$ cat config.mk
export PLATFORM = sky130hd
export DESIGN_NAME = smbus_master_status_sequencer_unit
export DESIGN_NICKNAME = d
export VERILOG_FILES = /design/src/smsseq_pkg.sv /design/src/smsseq_store.sv /design/src/smsseq_core.sv /design/src/smbus_master_status_sequencer_unit.sv
export SDC_FILE = /design/constraint.sdc
export NUM_CORES = 1
export LEC_CHECK = 0
export ABC_AREA = 1
export BUFFER_PORTS_ARGS = -buffer_cell sky130_fd_sc_hd__buf_2
export CAP_MARGIN = 20
export CELL_PAD_IN_SITES_DETAIL_PLACEMENT = 1
export CELL_PAD_IN_SITES_GLOBAL_PLACEMENT = 1
export CORE_ASPECT_RATIO = 0.75
export CORE_MARGIN = 2
export CORE_UTILIZATION = 50
export DETAILED_ROUTE_END_ITERATION = 7
export PLACE_DENSITY = 0.82
export SYNTH_ARGS = -nofsm -noshare
export SYNTH_HDL_FRONTEND = slang
export SYNTH_SLANG_ARGS = --single-unit
$ cat constraint.sdc
create_clock -name aclk -period 3.6 [get_ports aclk]
set_input_delay 0 -clock aclk [delete_from_list [all_inputs] [get_ports aclk]]
set_output_delay 0 -clock aclk [all_outputs]
set_load 0.01 [all_outputs]
$ cat src/smsseq_pkg.sv
// ---------------------------------------------------------------------------
// smsseq_pkg
// Types, codes and constants shared by the SMBus master sequencer.
// ---------------------------------------------------------------------------
package smsseq_pkg;

    localparam int BUFFER_DEPTH = 16;
    localparam int SLOT_W       = 4;
    localparam int CNT_W        = 5;
    localparam int FUNC_W       = 3;
    localparam int CFG_IDX_W    = 2;

    localparam logic [CNT_W-1:0] COUNT_MAX = 5'd31;
    localparam logic [7:0]       ADDR_MASK = 8'hFE;

    // func codes
    localparam logic [FUNC_W-1:0] FN_LOAD    = 3'd0;
    localparam logic [FUNC_W-1:0] FN_START   = 3'd1;
    localparam logic [FUNC_W-1:0] FN_STATUS  = 3'd2;
    localparam logic [FUNC_W-1:0] FN_TIMEOUT = 3'd3;
    localparam logic [FUNC_W-1:0] FN_READ    = 3'd4;

    // bus engine status codes
    localparam logic [7:0] ST_START       = 8'h08;
    localparam logic [7:0] ST_RESTART     = 8'h10;
    localparam logic [7:0] ST_ADDR_W_ACK  = 8'h18;
    localparam logic [7:0] ST_ADDR_W_NACK = 8'h20;
    localparam logic [7:0] ST_DATA_W_ACK  = 8'h28;
    localparam logic [7:0] ST_DATA_W_NACK = 8'h30;
    localparam logic [7:0] ST_ADDR_R_ACK  = 8'h40;
    localparam logic [7:0] ST_ADDR_R_NACK = 8'h48;
    localparam logic [7:0] ST_DATA_R_ACK  = 8'h50;
    localparam logic [7:0] ST_DATA_R_NACK = 8'h58;

    // configuration register indexes
    localparam logic [CFG_IDX_W-1:0] CFG_SLAVE_ADDR = 2'd0;
    localparam logic [CFG_IDX_W-1:0] CFG_WRITE_LEN  = 2'd1;
    localparam logic [CFG_IDX_W-1:0] CFG_READ_LEN   = 2'd2;
    localparam logic [CFG_IDX_W-1:0] CFG_READ_DIR   = 2'd3;

    typedef struct packed {
        logic [7:0]       slave_address;
        logic [CNT_W-1:0] write_length;
        logic [CNT_W-1:0] read_length;
        logic             read_direction;
    } cfg_t;

    typedef struct packed {
        logic [FUNC_W-1:0] func;
        logic [SLOT_W-1:0] slot;
        logic [7:0]        byte_value;
        logic [7:0]        status_code;
    } item_t;

    typedef struct packed {
        logic       tx_load;
        logic [7:0] tx_byte;
        logic       start_request;
        logic       stop_request;
        logic       ack_update;
        logic       ack_level;
        logic       engine_reset;
        logic       busy_res;
        logic [7:0] read_byte;
        logic       rejected;
    } result_t;

endpackage

$ cat src/smsseq_store.sv
// ---------------------------------------------------------------------------
// smsseq_store
// Byte register file, one write port and one asynchronous read port.
// ---------------------------------------------------------------------------
module smsseq_store (
    input  logic                        aclk,
    input  logic                        wr_en,
    input  logic [smsseq_pkg::SLOT_W-1:0] wr_idx,
    input  logic [7:0]                  wr_data,
    input  logic [smsseq_pkg::SLOT_W-1:0] rd_idx,
    output logic [7:0]                  rd_data
);
    import smsseq_pkg::*;

    logic [7:0] mem_reg [BUFFER_DEPTH];

    always_ff @(posedge aclk) begin
        if (wr_en) begin
            mem_reg[wr_idx] <= wr_data;
        end
    end

    assign rd_data = mem_reg[rd_idx];

endmodule

$ cat src/smsseq_core.sv
// ---------------------------------------------------------------------------
// smsseq_core
// Status decode, transfer counters, busy flag and the two byte stores.
// ---------------------------------------------------------------------------
module smsseq_core (
    input  logic                aclk,
    input  logic                aresetn,
    input  logic                fire,
    input  smsseq_pkg::item_t   item,
    input  smsseq_pkg::cfg_t    cfg,
    output smsseq_pkg::result_t res
);
    import smsseq_pkg::*;

    logic [CNT_W-1:0] sent_reg, sent_next;
    logic [CNT_W-1:0] recv_reg, recv_next;
    logic             busy_reg, busy_next;

    logic [CNT_W-1:0] sent_m1, recv_m1;
    logic             sent_ok, recv_ok, slot_ok;
    logic [7:0]       wst_rd, rst_rd, tx_data;
    logic             wst_we, rst_we;
    logic [CNT_W-1:0] sent_bump, recv_bump;

    assign sent_m1   = sent_reg - 5'd1;
    assign recv_m1   = recv_reg - 5'd1;
    assign sent_ok   = (sent_reg != '0) && (sent_m1 < CNT_W'(BUFFER_DEPTH));
    assign recv_ok   = (recv_reg != '0) && (recv_m1 < CNT_W'(BUFFER_DEPTH));
    assign slot_ok   = {1'b0, item.slot} < CNT_W'(BUFFER_DEPTH);
    assign tx_data   = sent_ok ? wst_rd : 8'h00;
    assign sent_bump = (sent_reg != COUNT_MAX) ? sent_reg + 5'd1 : sent_reg;
    assign recv_bump = (recv_reg != COUNT_MAX) ? recv_reg + 5'd1 : recv_reg;

    smsseq_store u_wr_store (
        .aclk    (aclk),
        .wr_en   (wst_we),
        .wr_idx  (item.slot),
        .wr_data (item.byte_value),
        .rd_idx  (sent_m1[SLOT_W-1:0]),
        .rd_data (wst_rd)
    );

    smsseq_store u_rd_store (
        .aclk    (aclk),
        .wr_en   (rst_we),
        .wr_idx  (recv_m1[SLOT_W-1:0]),
        .wr_data (item.byte_value),
        .rd_idx  (item.slot),
        .rd_data (rst_rd)
    );

    always_comb begin
        logic lost;
        lost      = 1'b0;
        res       = '0;
        sent_next = sent_reg;
        recv_next = recv_reg;
        busy_next = busy_reg;
        wst_we    = 1'b0;
        rst_we    = 1'b0;
        case (item.func)
            FN_LOAD: begin
                wst_we = fire && slot_ok;
            end
            FN_START: begin
                if (busy_reg) begin
                    res.rejected = 1'b1;
                end else begin
                    busy_next         = 1'b1;
                    res.start_request = 1'b1;
                end
            end
            FN_STATUS: begin
                case (item.status_code)
                    ST_START, ST_RESTART: begin
                        res.tx_load = 1'b1;
                        res.tx_byte = (cfg.slave_address & ADDR_MASK)
                                    | {7'd0, cfg.read_direction};
                        sent_next   = 5'd1;
                        recv_next   = 5'd1;
                    end
                    ST_ADDR_W_ACK: begin
                        res.tx_load = 1'b1;
                        res.tx_byte = tx_data;
                        sent_next   = sent_bump;
                    end
                    ST_ADDR_W_NACK, ST_DATA_W_NACK, ST_ADDR_R_NACK: begin
                        res.start_request = 1'b1;
                    end
                    ST_DATA_W_ACK: begin
                        if (sent_reg <= cfg.write_length) begin
                            res.tx_load = 1'b1;
                            res.tx_byte = tx_data;
                            sent_next   = sent_bump;
                        end else begin
                            res.stop_request = 1'b1;
                            busy_next        = 1'b0;
                        end
                    end
                    ST_ADDR_R_ACK: begin
                        res.ack_update = 1'b1;
                        res.ack_level  = (recv_reg != cfg.read_length);
                    end
                    ST_DATA_R_ACK: begin
                        res.ack_update = 1'b1;
                        if (recv_reg < cfg.read_length) begin
                            rst_we        = fire && recv_ok;
                            res.ack_level = 1'b1;
                            recv_next     = recv_bump;
                        end
                    end
                    ST_DATA_R_NACK: begin
                        rst_we           = fire && recv_ok;
                        res.stop_request = 1'b1;
                        busy_next        = 1'b0;
                        res.ack_update   = 1'b1;
                        res.ack_level    = 1'b1;
                    end
                    default: begin
                        // arbitration lost or unknown code
                        lost = 1'b1;
                    end
                endcase
                if (lost) begin
                    res.engine_reset = 1'b1;
                    res.ack_update   = 1'b1;
                    busy_next        = 1'b0;
                end
            end
            FN_TIMEOUT: begin
                res.engine_reset = 1'b1;
                busy_next        = 1'b0;
            end
            FN_READ: begin
                res.read_byte = slot_ok ? rst_rd : 8'h00;
            end
            default: begin
            end
        endcase
        res.busy_res = busy_next;
    end

    always_ff @(posedge aclk) begin
        if (!aresetn) begin
            sent_reg <= 5'd1;
            recv_reg <= 5'd1;
            busy_reg <= 1'b0;
        end else if (fire) begin
            sent_reg <= sent_next;
            recv_reg <= recv_next;
            busy_reg <= busy_next;
        end
    end

endmodule

$ cat src/smbus_master_status_sequencer_unit.sv
// ---------------------------------------------------------------------------
// smbus_master_status_sequencer_unit
// SMBus master transfer sequencer: input register, status decode and
// state update, result register with back-pressure.
// ---------------------------------------------------------------------------
//  Channel | Direction | Handshake           | Word
//  s_      | in        | s_valid / s_ready   | func, slot, byte_value, status_code
//  m_      | out       | m_valid / m_ready   | tx_load .. rejected
//  cfg_    | in        | cfg_valid/cfg_ready | cfg_index, cfg_data
//
//  One word a cycle unless m_ready stalls; input and result are registered.
//  The result register and input register form a two-deep pipe; s_ready
//  drops only while both hold a word and m_ready is low.
//  cfg_ready is always high. Reset: counters 1, busy 0, lengths as reset.
//  Byte stores have no reset.
// ---------------------------------------------------------------------------
module smbus_master_status_sequencer_unit (
    input  logic                             aclk,
    input  logic                             aresetn,
    input  logic                             s_valid,
    output logic                             s_ready,
    input  logic [smsseq_pkg::FUNC_W-1:0]    s_func,
    input  logic [smsseq_pkg::SLOT_W-1:0]    s_slot,
    input  logic [7:0]                       s_byte_value,
    input  logic [7:0]                       s_status_code,
    output logic                             m_valid,
    input  logic                             m_ready,
    output logic                             m_tx_load,
    output logic [7:0]                       m_tx_byte,
    output logic                             m_start_request,
    output logic                             m_stop_request,
    output logic                             m_ack_update,
    output logic                             m_ack_level,
    output logic                             m_engine_reset,
    output logic                             m_busy_res,
    output logic [7:0]                       m_read_byte,
    output logic                             m_rejected,
    input  logic                             cfg_valid,
    output logic                             cfg_ready,
    input  logic [smsseq_pkg::CFG_IDX_W-1:0] cfg_index,
    input  logic [7:0]                       cfg_data
);
    import smsseq_pkg::*;

    item_t   in_reg;
    logic    in_valid_reg, in_valid_next;
    result_t res_reg, res_next;
    logic    m_valid_reg, m_valid_next;
    cfg_t    cfg_reg, cfg_next;
    logic    advance, fire, take;

    assign advance   = !m_valid_reg || m_ready;
    assign fire      = in_valid_reg && advance;
    assign s_ready   = !in_valid_reg || advance;
    assign take      = s_valid && s_ready;
    assign cfg_ready = 1'b1;

    always_comb begin
        in_valid_next = in_valid_reg;
        if (take) begin
            in_valid_next = 1'b1;
        end else if (fire) begin
            in_valid_next = 1'b0;
        end
        m_valid_next = m_valid_reg;
        if (fire) begin
            m_valid_next = 1'b1;
        end else if (m_ready) begin
            m_valid_next = 1'b0;
        end
        cfg_next = cfg_reg;
        if (cfg_valid) begin
            case (cfg_index)
                CFG_SLAVE_ADDR: cfg_next.slave_address  = cfg_data;
                CFG_WRITE_LEN:  cfg_next.write_length   = cfg_data[CNT_W-1:0];
                CFG_READ_LEN:   cfg_next.read_length    = cfg_data[CNT_W-1:0];
                CFG_READ_DIR:   cfg_next.read_direction = cfg_data[0];
                default: begin
                end
            endcase
        end
    end

    smsseq_core u_core (
        .aclk    (aclk),
        .aresetn (aresetn),
        .fire    (fire),
        .item    (in_reg),
        .cfg     (cfg_reg),
        .res     (res_next)
    );

    always_ff @(posedge aclk) begin
        if (!aresetn) begin
            in_valid_reg <= 1'b0;
            m_valid_reg  <= 1'b0;
            cfg_reg      <= '{slave_address: 8'd0, write_length: 5'd0,
                              read_length: 5'd1, read_direction: 1'b0};
        end else begin
            in_valid_reg <= in_valid_next;
            m_valid_reg  <= m_valid_next;
            cfg_reg      <= cfg_next;
        end
    end

    always_ff @(posedge aclk) begin
        if (take) begin
            in_reg <= '{func: s_func, slot: s_slot, byte_value: s_byte_value,
                        status_code: s_status_code};
        end
        if (fire) begin
            res_reg <= res_next;
        end
    end

    assign m_valid         = m_valid_reg;
    assign m_tx_load       = res_reg.tx_load;
    assign m_tx_byte       = res_reg.tx_byte;
    assign m_start_request = res_reg.start_request;
    assign m_stop_request  = res_reg.stop_request;
    assign m_ack_update    = res_reg.ack_update;
    assign m_ack_level     = res_reg.ack_level;
    assign m_engine_reset  = res_reg.engine_reset;
    assign m_busy_res      = res_reg.busy_res;
    assign m_read_byte     = res_reg.read_byte;
    assign m_rejected      = res_reg.rejected;

endmodule

## Word-level counts from Yosys, hierarchy flattened

Memory sizes are Yosys's and may differ from the RTL's. A register that Yosys moved wholly into a read port is not among the register bits.
Cells that the tools add are included.

- Register bits: 71
- Bits in latches: 0
- Memory bits (writable): 256
- Bits in read-only memories: 0
- Input bits: 38
- Output and inout bits: 27
- Word-level logic and storage cells: 121
- Memories: 2

- Add/sub/neg operators: 4
- $mul: 0
- Divide/modulo/power cells: 0
- $lt $le $gt $ge: 4
- Equal/unequal tests: 23
- Shift-type cells: 0
- Multiplexer cells: 38
- Bitwise logic cells: 1
- Reductions and logical operators: 27

Memories:

| name | words | bits a word | read ports | clocked after Yosys merged registers in | wr ports | RTL line | text |
|---|---|---|---|---|---|---|---|
| u_core.u_rd_store.mem_reg | 16 | 8 | 1 | 1 | 1 | smsseq_store.sv:15 | `logic [7:0] mem_reg [BUFFER_DEPTH];` |
| u_core.u_wr_store.mem_reg | 16 | 8 | 1 | 0 | 1 | smsseq_store.sv:15 |  |

Operators by type and width:

| operator | number |
|---|---|
| == test 8 x 7 -> 1 bit, second input constant | 4 |
| one-hot mux 9 bit (3 select lines) | 1 |
| == test 8 x 6 -> 1 bit, second input constant | 3 |
| two-way mux 1 bit | 22 |
| two-way mux 5 bit | 4 |
| == test 8 x 5 -> 1 bit, second input constant | 2 |
| one-hot mux 5 bit (3 select lines) | 1 |
| adder 5 x 1 -> 5 bit, second input constant | 2 |
| < comparator 5 bit, second input constant | 2 |
| inequality test 5 bit, second input constant | 2 |
| one-hot mux 1 bit (2 select lines) | 5 |
| one-hot mux 5 bit (2 select lines) | 1 |
| nonzero test 5 bit | 2 |
| OR reduction 10 bit | 1 |
| subtractor 5 x 1 -> 5 bit, second input constant | 2 |
| two-way mux 9 bit | 1 |
| == test 8 x 4 -> 1 bit, second input constant | 1 |
| two-way mux 8 bit | 1 |
| OR 8 x 1 -> 8 bit | 1 |
| AND reduction 2 bit | 4 |
| == test 3 x 2 -> 1 bit, second input constant | 2 |
| inequality test 2 x 1 -> 1 bit, second input constant | 3 |
| one-hot mux 2 bit (3 select lines) | 1 |
| nonzero test 2 bit | 3 |
| other kinds (18) | 26 |

## Longest topological paths before layout

Gate-level depths: netlist of the first run.

- Word-level depth: 9
- Gate-level depth with buffers: 15

## Cells and area by module

Synthesis of the first run repeated with hierarchy kept, for this count alone.

- Cell total of the unflattened synthesis: 1,550
- Area, all modules: 15,137.0 um^2

By module, submodules not included:

| module | instances | cells each | area an instance (um^2) |
|---|---|---|---|
| smsseq_store (u_core.u_wr_store) | 1 | 543 | 5,612.9 |
| smsseq_store (u_core.u_rd_store) | 1 | 543 | 5,606.6 |
| smbus_master_status_sequencer_unit | 1 | 185 | 2,338.5 |
| smsseq_core | 1 | 279 | 1,579.0 |

## Worst setup path after synthesis of the first run

Ideal clock, no wire load.

- Path kind: flip-flop to flip-flop
- Start point: reg m_valid_reg (netlist: m_valid)
- End point: mem u_core.u_wr_store.mem_reg[12][0], enable pin
- Data arrival time: 2.154 ns
- Required time: 3.217 ns
- Setup slack: 1.062 ns
- Cell stages (with the launch flop): 6
- Path buffers: 0
- Clock period less this slack: 2.538 ns
- Cells stage by stage: dfxtp_1 -> nand2_1 -> nand2_1 -> inv_1 -> nand3_1 -> nor3_1

- Cells in the longest elaborated chain, start to end: 6

RTL lines:

| item | RTL line | text |
|---|---|---|
| from (decl) | smbus_master_status_sequencer_unit.sv:48 | `logic m_valid_reg, m_valid_next;` |
| from (signal assigned) | smbus_master_status_sequencer_unit.sv:101 | `m_valid_reg <= m_valid_next;` |
| logical NOT 1 bit | smbus_master_status_sequencer_unit.sv:52 | `assign advance = !m_valid_reg \|\| m_ready;` |
| logical OR 1 bit | smbus_master_status_sequencer_unit.sv:52 |  |
| logical AND 1 bit | smbus_master_status_sequencer_unit.sv:53 | `assign fire = in_valid_reg && advance;` |
| named net fire | smbus_master_status_sequencer_unit.sv:50 | `logic advance, fire, take;` |
| two-way mux 1 bit | smsseq_core.sv:61 | `case (item.func)` |
| two-way mux 1 bit | smsseq_store.sv:18 | `if (wr_en) begin` |
| two-way mux 1 bit (not written as such) | smsseq_store.sv:19 | `mem_reg[wr_idx] <= wr_data;` |
| to (decl) | smsseq_store.sv:15 |  |

The timed path passes the listed nets, and every way through them passes these cells.

## Worst setup path in the final report of the first run

- Start point: reg u_core.recv_reg[2]
- End point: mem u_core.u_rd_store.mem_reg[8][4], enable pin

- Cells in the longest elaborated chain, start to end: 9
- Elaborated cells between the ends (all ways): 11
- Those cells by class: add/sub (1); order compare (2); mux (5); reduce/logical (3)

RTL lines:

| item | RTL line | text |
|---|---|---|
| from (decl) | smsseq_core.sv:16 | `logic [CNT_W-1:0] recv_reg, recv_next;` |
| from (signal assigned) | smsseq_core.sv:150 | `recv_reg <= recv_next;` |
| subtractor 5 x 1 -> 5 bit | smsseq_core.sv:26 | `assign recv_m1 = recv_reg - 5'd1;` |
| < comparator 5 bit | smsseq_core.sv:28 | `assign recv_ok = (recv_reg != '0) && (recv_m1 < CNT_W'(BUFFER_DEPTH));` |
| logical AND 1 bit | smsseq_core.sv:28 |  |
| logical AND 1 bit | smsseq_core.sv:107, smsseq_core.sv:113 |  |
| two-way mux 1 bit | smsseq_core.sv:106 | `if (recv_reg < cfg.read_length) begin` |
| one-hot mux 1 bit (2 select lines) | smsseq_core.sv:74 | `case (item.status_code)` |
| two-way mux 1 bit | smsseq_core.sv:61 |  |
| two-way mux 1 bit | smsseq_store.sv:18 |  |
| two-way mux 1 bit (not written as such) | smsseq_store.sv:19 |  |
| to (decl) | smsseq_store.sv:15 |  |

Parallel ways exist; a longest one is shown, timed or not.

==> qor.csv, run 1 <==
metric,value,unit
grt total ovfl,0,
"Avg Cell Area, Syn",11.9,um2
layout cells sized above 1,12.6,%
Async SR Flop Fraction,0,%
Ports,65,
Final ANT Viol Nets,0,
placed wire-length estimate,25500,um
main flop type after synthesis,edfxtp_1,
DRT iter0 DRCs,900,
Tot Pwr,8.03,mW
clk slew on worst S/H paths,0.06,ns
drt pass-1 iters,5,
CP Max Fanout,8,
max-cap check violation count,0,
post-synthesis cell count,1162,
Worst path most repeated cell,nand2_1,
Final GP Congestion,0.827,
final std cells w/o fill,1667,
# port buffers,63,
Final Cycle Share,79.2,%
final hold vios,0,
Synthesized Nets,1220,
worst-path cell chain,ha_1 > nand2_1 > nor2_1 > nand2_1 > o211ai_1 > o21ai_1 > and3b_1 > nand2_1 > nor2_1,
Worst Path Arrival,3.00,ns
CTS Root Cell,clkbuf_16,
CTS H-tree lvls,2,
ant diodes,0,
minimum clock period,2.85,ns
outcome,completed,
number of global-route vias before repair,10700,
Post-synth EDFFs,303,
final worst slack,0.751,ns
maximum clock rate,0.351,GHz
final net count,1353,
first-pass GRT wire length,62600,um
Max clock buf depth,3,
Rows,52,
synthesis-to-finish area growth,16.8,%
met3 global-route usage,3.99,%
WL/cell,24.6,um
final wirelength,41100,um
clk_lat worst skew,0.52,ns
routing usage on met2,49.4,%
Core Footprint,27100,um2
sum of negative setup slack,0,ns
largest net degree at the start of global routing,70,
max_slew headroom,25.5,%
area of placed instances,14600,um2
Yosys reg bits,334,
die height,148,um
final core occ,59.6,%
drc violations,0,
dpl cells,1559,
initial antenna violation count,0,
clock sinks,334,
Max rail drop VDD,0.421,mV
Yosys warning total,0,
cell family with most CP delay,simple AND/OR/NAND/NOR gates,
width of the die,196,um
HP Class,input pin to register,
crit path max-delay cell type,nor2_1,
Worst setup SP type,register,
element type at the critical path end,register,
dpl ws,0.818,ns
Max Slew Vio Count,0,
post-synthesis sequential area ratio,70.3,%
post-CTS setup buffers,0,
crit path buf inv count,0,
TritonCTS clock tree,done,
CP peak stage delay,0.63,ns
Layout Skew,0.0154,ns
Final setup viols,0,
worst-margin pin slew,1.12,ns
Initial Utilization,51.0,%
"Design Area, Final",16100,um2
gr usage total,28.8,%
post-synthesis cell type count,41,
most used routing layer,met2,
PD cells,498,nW/um2
vias,10000,
"Data required, critical path",3.75,ns
critical path class,register to register,
Post-Syn Area,13800,um2
RSZ-0062 raised after global routing,false,
total CTS buffers,34,
vias per inst,6.00,
die area,29000,um2
leakage,5.83,nW
met1 usage,38.0,%
Final Hold Slack,0.0779,ns
-- power breakdown --
part | switching (mW) | internal, mW | total (mW)
clock | 1.46 | 1.89 | 3.35
combinational | 0.246 | 0.125 | 0.371
sequential | 0.0417 | 4.27 | 4.31
total | 1.75 | 6.28 | 8.03
-- synthesized netlist by cell type (2+ instances only) --
master	count	area share (%)
buf_4	6	0.33
a22oi_1	32	1.7
nand4_1	9	0.41
nor2_2	4	0.18
o21ai_2	3	0.19
o21ai_0	22	0.80
buf_2	23	0.83
xor2_1	4	0.25
edfxtp_1	303	66
nor3b_1	2	0.11
nand3_2	2	0.14
o21ai_1	9	0.33
nor3_1	10	0.36
a21oi_1	52	1.9
nor2_1	68	1.8
dfxtp_1	31	4.5
xnor2_1	3	0.19
inv_2	4	0.11
nand2_1	240	6.5
inv_1	58	1.6
clkinv_1	2	0.054
buf_1	2	0.054
clkbuf_1	18	0.49
nand2_2	2	0.091
a41oi_1	7	0.44
ha_1	20	1.8
nand3_1	211	7.6
a31oi_1	2	0.091
-- placed cells by master (no fill, tap or decap), types with 3 or more instances in the layout --
master and count:
a21oi_1 52, a22oi_1 32, a41oi_1 7, buf_2 63, buf_4 33, clkbuf_1 7, clkbuf_16 35, clkinv_1 9
clkinv_2 4, dfxtp_1 30, dlygate4sd3_1 49, edfxtp_1 303, ha_1 20, inv_1 57, inv_2 4, nand2_1 240
nand3_1 211, nand4_1 9, nor2_1 67, nor2_2 5, nor3_1 10, o21ai_0 22, o21ai_1 9, o21ai_2 3
xnor2_1 3, xor2_1 4
-- layer usage --
metal	vias to the layer above	routed length, um
met3	93	2690
met1	5065	16800
met4	0	1290
li1	4427	-
met5	-	0
met2	420	20300
-- layout make-up --
cell class / instances / area [um2]
fill: 2765 / 10900
sequential: 334 / 9720
multi-input combinational: 713 / 3610
timing repair buffer: 147 / 1110
clock buffer: 44 / 930
tap: 351 / 439
inverter: 65 / 246
clock inverter: 13 / 88.8
-- tightest hold or removal path: cells and delay by family --
kind | cells | cell delay [ns]
buffers and inverters | 1 | 0.12
AO/OA/AOI/OAI | 1 | 0.11
AND/OR/NAND/NOR | 1 | 0.31
-- timing repair --
action                                  CTS  global route
resized for setup                         0             0
endpoints found under the hold margin    47             0
hold buffers                             49             0
endpoints found under the setup margin    0             0
-- path summary, 6_finish.rpt --
path	to	depth (start not counted)	slack [ns]	from
max	u_core.u_rd_store.mem_reg[8][4]	9	0.75	u_core.recv_reg[2]
min	cfg_reg[10]	3	0.08	cfg_index[0]
max reg2reg	u_core.u_rd_store.mem_reg[8][4]	9	0.75	u_core.recv_reg[2]
min reg2reg	cfg_reg[6]	2	0.46	cfg_reg[6]
-- cells by family after synthesis --
logic type / share of synthesized area (%)
AO/OA/AOI/OAI: 5.84
XOR/XNOR: 0.842
adder cells (fa/ha/maj): 1.81
buffers and inverters: 3.57
flip-flops: 70.3
other: 0.0271
AND/OR/NAND/NOR: 17.6
No activity file was read; power rests on OpenSTA's default activity.
==> inputs of run 2 (changes only) <==
--- a/config.mk
+++ b/config.mk
@@ -5,14 +5,14 @@
 export SDC_FILE = /design/constraint.sdc
 export NUM_CORES = 1
 export LEC_CHECK = 0
-export ABC_AREA = 1
+export ABC_AREA = 0
 export BUFFER_PORTS_ARGS = -buffer_cell sky130_fd_sc_hd__buf_2
 export CAP_MARGIN = 20
 export CELL_PAD_IN_SITES_DETAIL_PLACEMENT = 1
 export CELL_PAD_IN_SITES_GLOBAL_PLACEMENT = 1
 export CORE_ASPECT_RATIO = 0.75
 export CORE_MARGIN = 2
-export CORE_UTILIZATION = 50
+export CORE_UTILIZATION = 53
 export DETAILED_ROUTE_END_ITERATION = 7
 export PLACE_DENSITY = 0.82
 export SYNTH_ARGS = -nofsm -noshare
==> constraint.sdc (replaced) <==
create_clock -name aclk -period 2.9 [get_ports aclk]
set_input_delay 0 -clock aclk [delete_from_list [all_inputs] [get_ports aclk]]
set_output_delay 0 -clock aclk [all_outputs]
set_load 0.01 [all_outputs]
==> run 2 against run 1 <==
Effect of this change:
- cell area rose by 0.56%
- synthesized cell count fell by 36%
- clock skew rose by 0.011 ns
- area after synthesis fell by 1.8%
- first-iteration DRC count fell by 7.9%
- critical endpoint is now u_core.sent_reg[2]
- largest cell class unchanged
- highest routed layer is now met5
==> qor.csv, run 2 <==
metric,value,unit
outcome,completed,
layout cells sized above 1,27.7,%
post-synth top area cell,edfxtp_1,
CP Max Fanout,7,
Rows,50,
CP peak stage delay,0.48,ns
Final ANT Viol Nets,0,
number of global-route vias before repair,8470,
maximum clock rate,0.358,GHz
clk_lat worst skew,0.52,ns
CTS Root Cell,clkbuf_16,
final wirelength,37800,um
Core Footprint,25000,um2
"Avg Cell Area, Syn",18.3,um2
total CTS buffers,34,
Async SR Flop Fraction,0,%
layout filler cell count,2172,
final core occ,64.9,%
final net count,968,
drc violations,0,
worst-path cell chain,ha_1 > and3_1 > ha_1 > a21o_1 > a221o_1 > or4_4 > or4_1 > a21oi_1,
Synth top cells by count,"edfxtp_1, mux4_2, nor2_1",
Initial Utilization,54.2,%
"commonest non-fill, non-tap cell in the layout",edfxtp_1,
top-area cell type share of the netlist area,67.1,%
Worst path most repeated cell,ha_1,
CTS H-tree lvls,2,
post-synthesis cell type count,54,
PD cells,616,nW/um2
main flop type after synthesis,edfxtp_1,
Worst setup SP type,register,
Max Slew Vio Count,0,
most frequent cells in the layout,"edfxtp_1, mux4_2, buf_2",
Post-Syn Area,13600,um2
Yosys reg bits,334,
Max rail drop VDD,0.586,mV
minimum clock period,2.80,ns
Final Cycle Share,96.4,%
Yosys warning total,0,
Final GP Congestion,0.882,
post-synthesis sequential area ratio,71.7,%
DRT iter0 DRCs,829,
most common cell in the netlist,edfxtp_1,
vias per inst,6.33,
Layout Skew,0.0262,ns
flop2flop setup slack,0.10,ns
HP Class,input pin to register,
WL/cell,29.8,um
gr usage total,28.6,%
first-pass GRT wire length,55500,um
clk slew on worst S/H paths,0.06,ns
placed wire-length estimate,22200,um
critical path class,register to register,
largest net degree at the start of global routing,40,
initial antenna violation count,1,
Ports,65,
grt total ovfl,0,
max_slew headroom,38.4,%
final hold vios,0,
post-synthesis cell count,740,
Final setup viols,0,
"Data required, critical path",3.33,ns
TritonCTS clock tree,done,
clock sinks,334,
final std cells w/o fill,1268,
element type at the critical path end,register,
die height,143,um
synthesis-to-finish area growth,19.7,%
drt pass-1 iters,7,
top post-synthesis cells by area,"edfxtp_1, mux4_2, dfxtp_1",
worst-margin pin slew,0.916,ns
max-cap check violation count,0,
die area,26900,um2
dpl cells,1165,
Post-synth EDFFs,303,
leakage,5.56,nW
width of the die,189,um
Max clock buf depth,3,
Worst Path Arrival,3.22,ns
vias,8030,
crit path max-delay cell type,or4_4,
ant diodes,0,
Synthesized Nets,798,
# port buffers,63,
-- run 2: changes by cell type after synthesis, sizes merged, moves of 37 or more --
cell   previous run  this run
mux4              0        80
inv              63        15
nand2           242        17
nand3           213        10
nor2b             0        37
a21oi            53        15
-- run 2: final timing paths --
| kind | to | cells past startpoint | start |
|---|---|---|---|
| setup / recovery | u_core.sent_reg[2] | 8 | u_core.sent_reg[1] |
| hold / removal | cfg_reg[15] | 5 | cfg_index[0] |
| setup reg to reg | u_core.sent_reg[2] | 8 | u_core.sent_reg[1] |
| hold reg to reg | cfg_reg[18] | 2 | cfg_reg[18] |
-- run 2: power breakdown --
| part | internal, mW | switching (mW) |
|---|---|---|
| clock | 2.38 | 1.80 |
| combinational | 0.206 | 0.251 |
| sequential | 5.30 | 0.0680 |
-- run 2: kinds of logic (layout without fill, tap and decap cells) --
| logic type | after synthesis | in the layout | share of synthesized area [%] |
|---|---|---|---|
| fa+ha+maj | 20 | 20 | 1.85 |
| compound gates | 65 | 65 | 3.30 |
| mux | 98 | 98 | 14.6 |
| other cells | 1 | 1 | 0.0277 |
| simple gates | 167 | 167 | 6.77 |
| flops | 334 | 334 | 71.7 |
| xor+xnor | 5 | 5 | 0.323 |
| buf+inv | 50 | 240 | 1.45 |
-- run 2: what timing repair did --
action,CTS,global route
hold endpoints to repair,48,0
hold buffers,40,0
gates cloned,0,0
buffers inserted,0,0
resized for setup,1,4
pin swaps,0,0
endpoints found under the setup margin,82,3
-- run 2: critical path, delay by kind of cell (launching register included) --
kind	cells	cell delay (ns)
compound gates	3	0.72
simple gates	3	1.09
flops	1	0.40
fa+ha+maj	2	0.49
-- run 2: stage by stage --
stage                     hold WS (ns)  power, mW  worst slack, ns  setup TNS [ns]  instance area (um2)
after floorplan                 0.0989       5.65           0.0415               0                13600
after global placement           0.178       5.80            0.241               0                14600
after detailed placement         0.179       5.83           0.0694               0                14600
after CTS                       0.0670       9.95            0.102               0                16100
after global routing             0.118       10.2          -0.0125         -0.0125                16200
final                            0.105       10.0            0.103               0                16200
-- run 2: metal layers --
metal  GRT usage, %  share of wire [%]  up-vias  wire length, um
li1               -                  -     3319                -
met1           37.0                 38     4243            14500
met2           50.3                 52      378            19500
met3           4.22                6.5       88             2460
met4           9.75                3.3        2             1260
met5              0              0.034        -               13
-- run 2: cell type report --
cell class | instances | area (um2) | share of cell area, %
Clock inverter | 14 | 116 | 0.717
Multi-Input combinational cell | 356 | 3670 | 22.6
Timing Repair Buffer | 169 | 1340 | 8.25
Tap cell | 338 | 423 | 2.61
Sequential cell | 334 | 9720 | 59.9
Inverter | 15 | 56.3 | 0.347
Clock buffer | 42 | 902 | 5.56
==> inputs of run 3 (changes only) <==
--- a/config.mk
+++ b/config.mk
@@ -12,9 +12,9 @@
 export CELL_PAD_IN_SITES_GLOBAL_PLACEMENT = 1
 export CORE_ASPECT_RATIO = 0.75
 export CORE_MARGIN = 2
-export CORE_UTILIZATION = 53
+export CORE_UTILIZATION = 33
 export DETAILED_ROUTE_END_ITERATION = 7
-export PLACE_DENSITY = 0.82
+export PLACE_DENSITY = 0.57
 export SYNTH_ARGS = -nofsm -noshare
 export SYNTH_HDL_FRONTEND = slang
 export SYNTH_SLANG_ARGS = --single-unit
==> run 3 against run 2 <==
Effect of this change:
- combinational power shrank 4.6%
- global-route usage shrank 13 points
- final cell count grew 16%
- register-to-register slack gained 0.11 ns
- cell area grew 1.9%
- via count shrank 8.6%
- clock skew shrank 0.0054 ns
- clock-buffer cell count is the same
- sequential share of layout area shrank 1.1 points
==> qor.csv, run 3 (synthesis results as in run 2) <==
metric,value,unit
outcome,completed,
dpl cells,1364,
metal3 WL,1010,um
met1 wire length,16400,um
Power Internal,7.90,mW
RSZ-0062 raised after global routing,false,
WL/cell,22.4,um
layout filler cell count,4007,
Worst setup SP type,register,
register area,9720,um2
grt total ovfl,0,
Final ANT Viol Nets,0,
"Data required, critical path",3.37,ns
flop2flop setup slack,0.21,ns
first-pass GRT wire length,50100,um
vias,7336,
CP Max Fanout,7,
DRT iter0 DRCs,524,
max-cap check violation count,0,
clock sinks,334,
Core Footprint,40700,um2
final hold vios,0,
placed wire-length estimate,21300,um
Gate power share,4.3,%
crit path to,u_core.sent_reg[3],
number of global-route vias before repair,7914,
layout cells sized above 1,28.7,%
Ports,65,
max_slew headroom,52.4,%
CP startpoint,u_core.sent_reg[1],
Rows,64,
Final GP Congestion,0.760,
Final setup viols,0,
worst reg2reg startpoint,u_core.sent_reg[1],
HP Class,input pin to register,
post-CTS setup buffers,0,
dpl ws,0.140,ns
Tot Pwr,10.1,mW
final worst slack,0.213,ns
element type at the critical path end,register,
minimum clock period,2.69,ns
largest net degree at the start of global routing,40,
Worst Path Arrival,3.15,ns
total CTS buffers,36,
leakage,5.58,nW
Worst R2R Path Depth,8,
Layout Skew,0.0208,ns
Net Sw Frac,21.6,%
Final Cycle Share,92.7,%
clk slew on worst S/H paths,0.06,ns
TritonCTS clock tree,done,
Max Slew Vio Count,0,
worst-margin pin slew,0.714,ns
clk_lat worst skew,0.53,ns
sum of negative setup slack,0,ns
met2 wire len,14800,um
Max clock buf depth,3,
synthesis-to-finish area growth,21.9,%
drc violations,0,
area of the multi-input gates,3670,um2
part of the power in the clock network,42.7,%
most frequent cells in the layout,"edfxtp_1, mux4_2, buf_4",
part of the power in registers,53.0,%
"commonest non-fill, non-tap cell in the layout",edfxtp_1,
CTS Root Cell,clkbuf_16,
CTS H-tree lvls,2,
drt pass-1 iters,4,
final std cells w/o fill,1467,
final net count,972,
FF-to-FF End,u_core.sent_reg[3],
sw power,2.18,mW
Final Hold Slack,0.0741,ns
width of the die,238,um
die area,42800,um2
die height,180,um
Initial Utilization,33.3,%
# port buffers,63,
top sig layer,met4,
critical path class,register to register,
vias per inst,5.00,
initial antenna violation count,1,
Max rail drop VDD,0.631,mV
gr usage total,15.7,%
PD cells,609,nW/um2
maximum clock rate,0.372,GHz
final wirelength,32800,um
==> run 3: cell types whose count changed in the layout (fill, tap and decap cells not counted), moves of 2 or more <==
cell,delta
buf_12,+2
buf_4,+7
buf_8,-3
clkinv_2,-2
clkinv_4,+3
clkinv_8,+3
clkinvlp_4,+4
dlygate4sd3_1,-3
==> run 3: worst min path at each step <==
stage	slack, ns	to	startpoint	depth (start not counted)
finish	0.07	cfg_reg[14]	cfg_index[0]	5
global route	0.09	cfg_reg[18]	cfg_index[0]	5
CTS	0.05	cfg_reg[14]	cfg_index[0]	5
detailed placement	0.18	in_reg[11]	s_byte_value[3]	1
global placement	0.18	in_reg[1]	s_status_code[1]	1
floorplan	0.1	in_reg[0]	s_status_code[0]	0
==> run 3: power groups by stage <==
stage / Clock [mW] / Sequential (mW) / Combinational, mW
after floorplan: 0 / 5.46 / 0.188
after global placement: 0 / 5.46 / 0.367
after detailed placement: 0 / 5.46 / 0.373
after CTS: 4.41 / 5.36 / 0.412
after global routing: 4.62 / 5.34 / 0.477
final: 4.30 / 5.34 / 0.436
==> run 3: what timing repair did <==
action	in CTS	in global routing
gates resized for setup	0	1
hold buffers	37	0
setup endpoints to repair	0	128
hold endpoints to repair	47	0
==> run 3: area by class of cell <==
type	count	share of cell area (%)
Sequential cell	334	58.8
Tap cell	528	4.00
Multi-Input combinational cell	356	22.2
Timing Repair Buffer	171	8.04
Clock inverter	20	1.04
Clock buffer	42	5.59
Antenna cell	1	0.0151
Inverter	15	0.341
==> run 3: through the flow <==
| step | util [%] | instance area (um2) |
|---|---|---|
| floorplan | - | 13600 |
| global placement | 36.8 | 15000 |
| detailed placement | 36.8 | 15000 |
| CTS | 40.4 | 16400 |
| global route | 40.6 | 16500 |
| finish | 40.6 | 16500 |
==> run 3: worst max-delay path, stage by stage, from the launching register on <==
cell and delay, ns:
dfxtp_1 0.37, ha_1 0.24, and3_1 0.19, ha_1 0.22, a21o_1 0.18, a221o_1 0.29, or4_1 0.54, or4_1 0.44
a21oi_1 0.14
==> run 3: metal layers <==
metal	vias to the layer above	track usage (%)
met5	-	0
met4	0	3.55
met3	47	2.56
met2	122	23.6
met1	3851	24.0
li1	3316	-
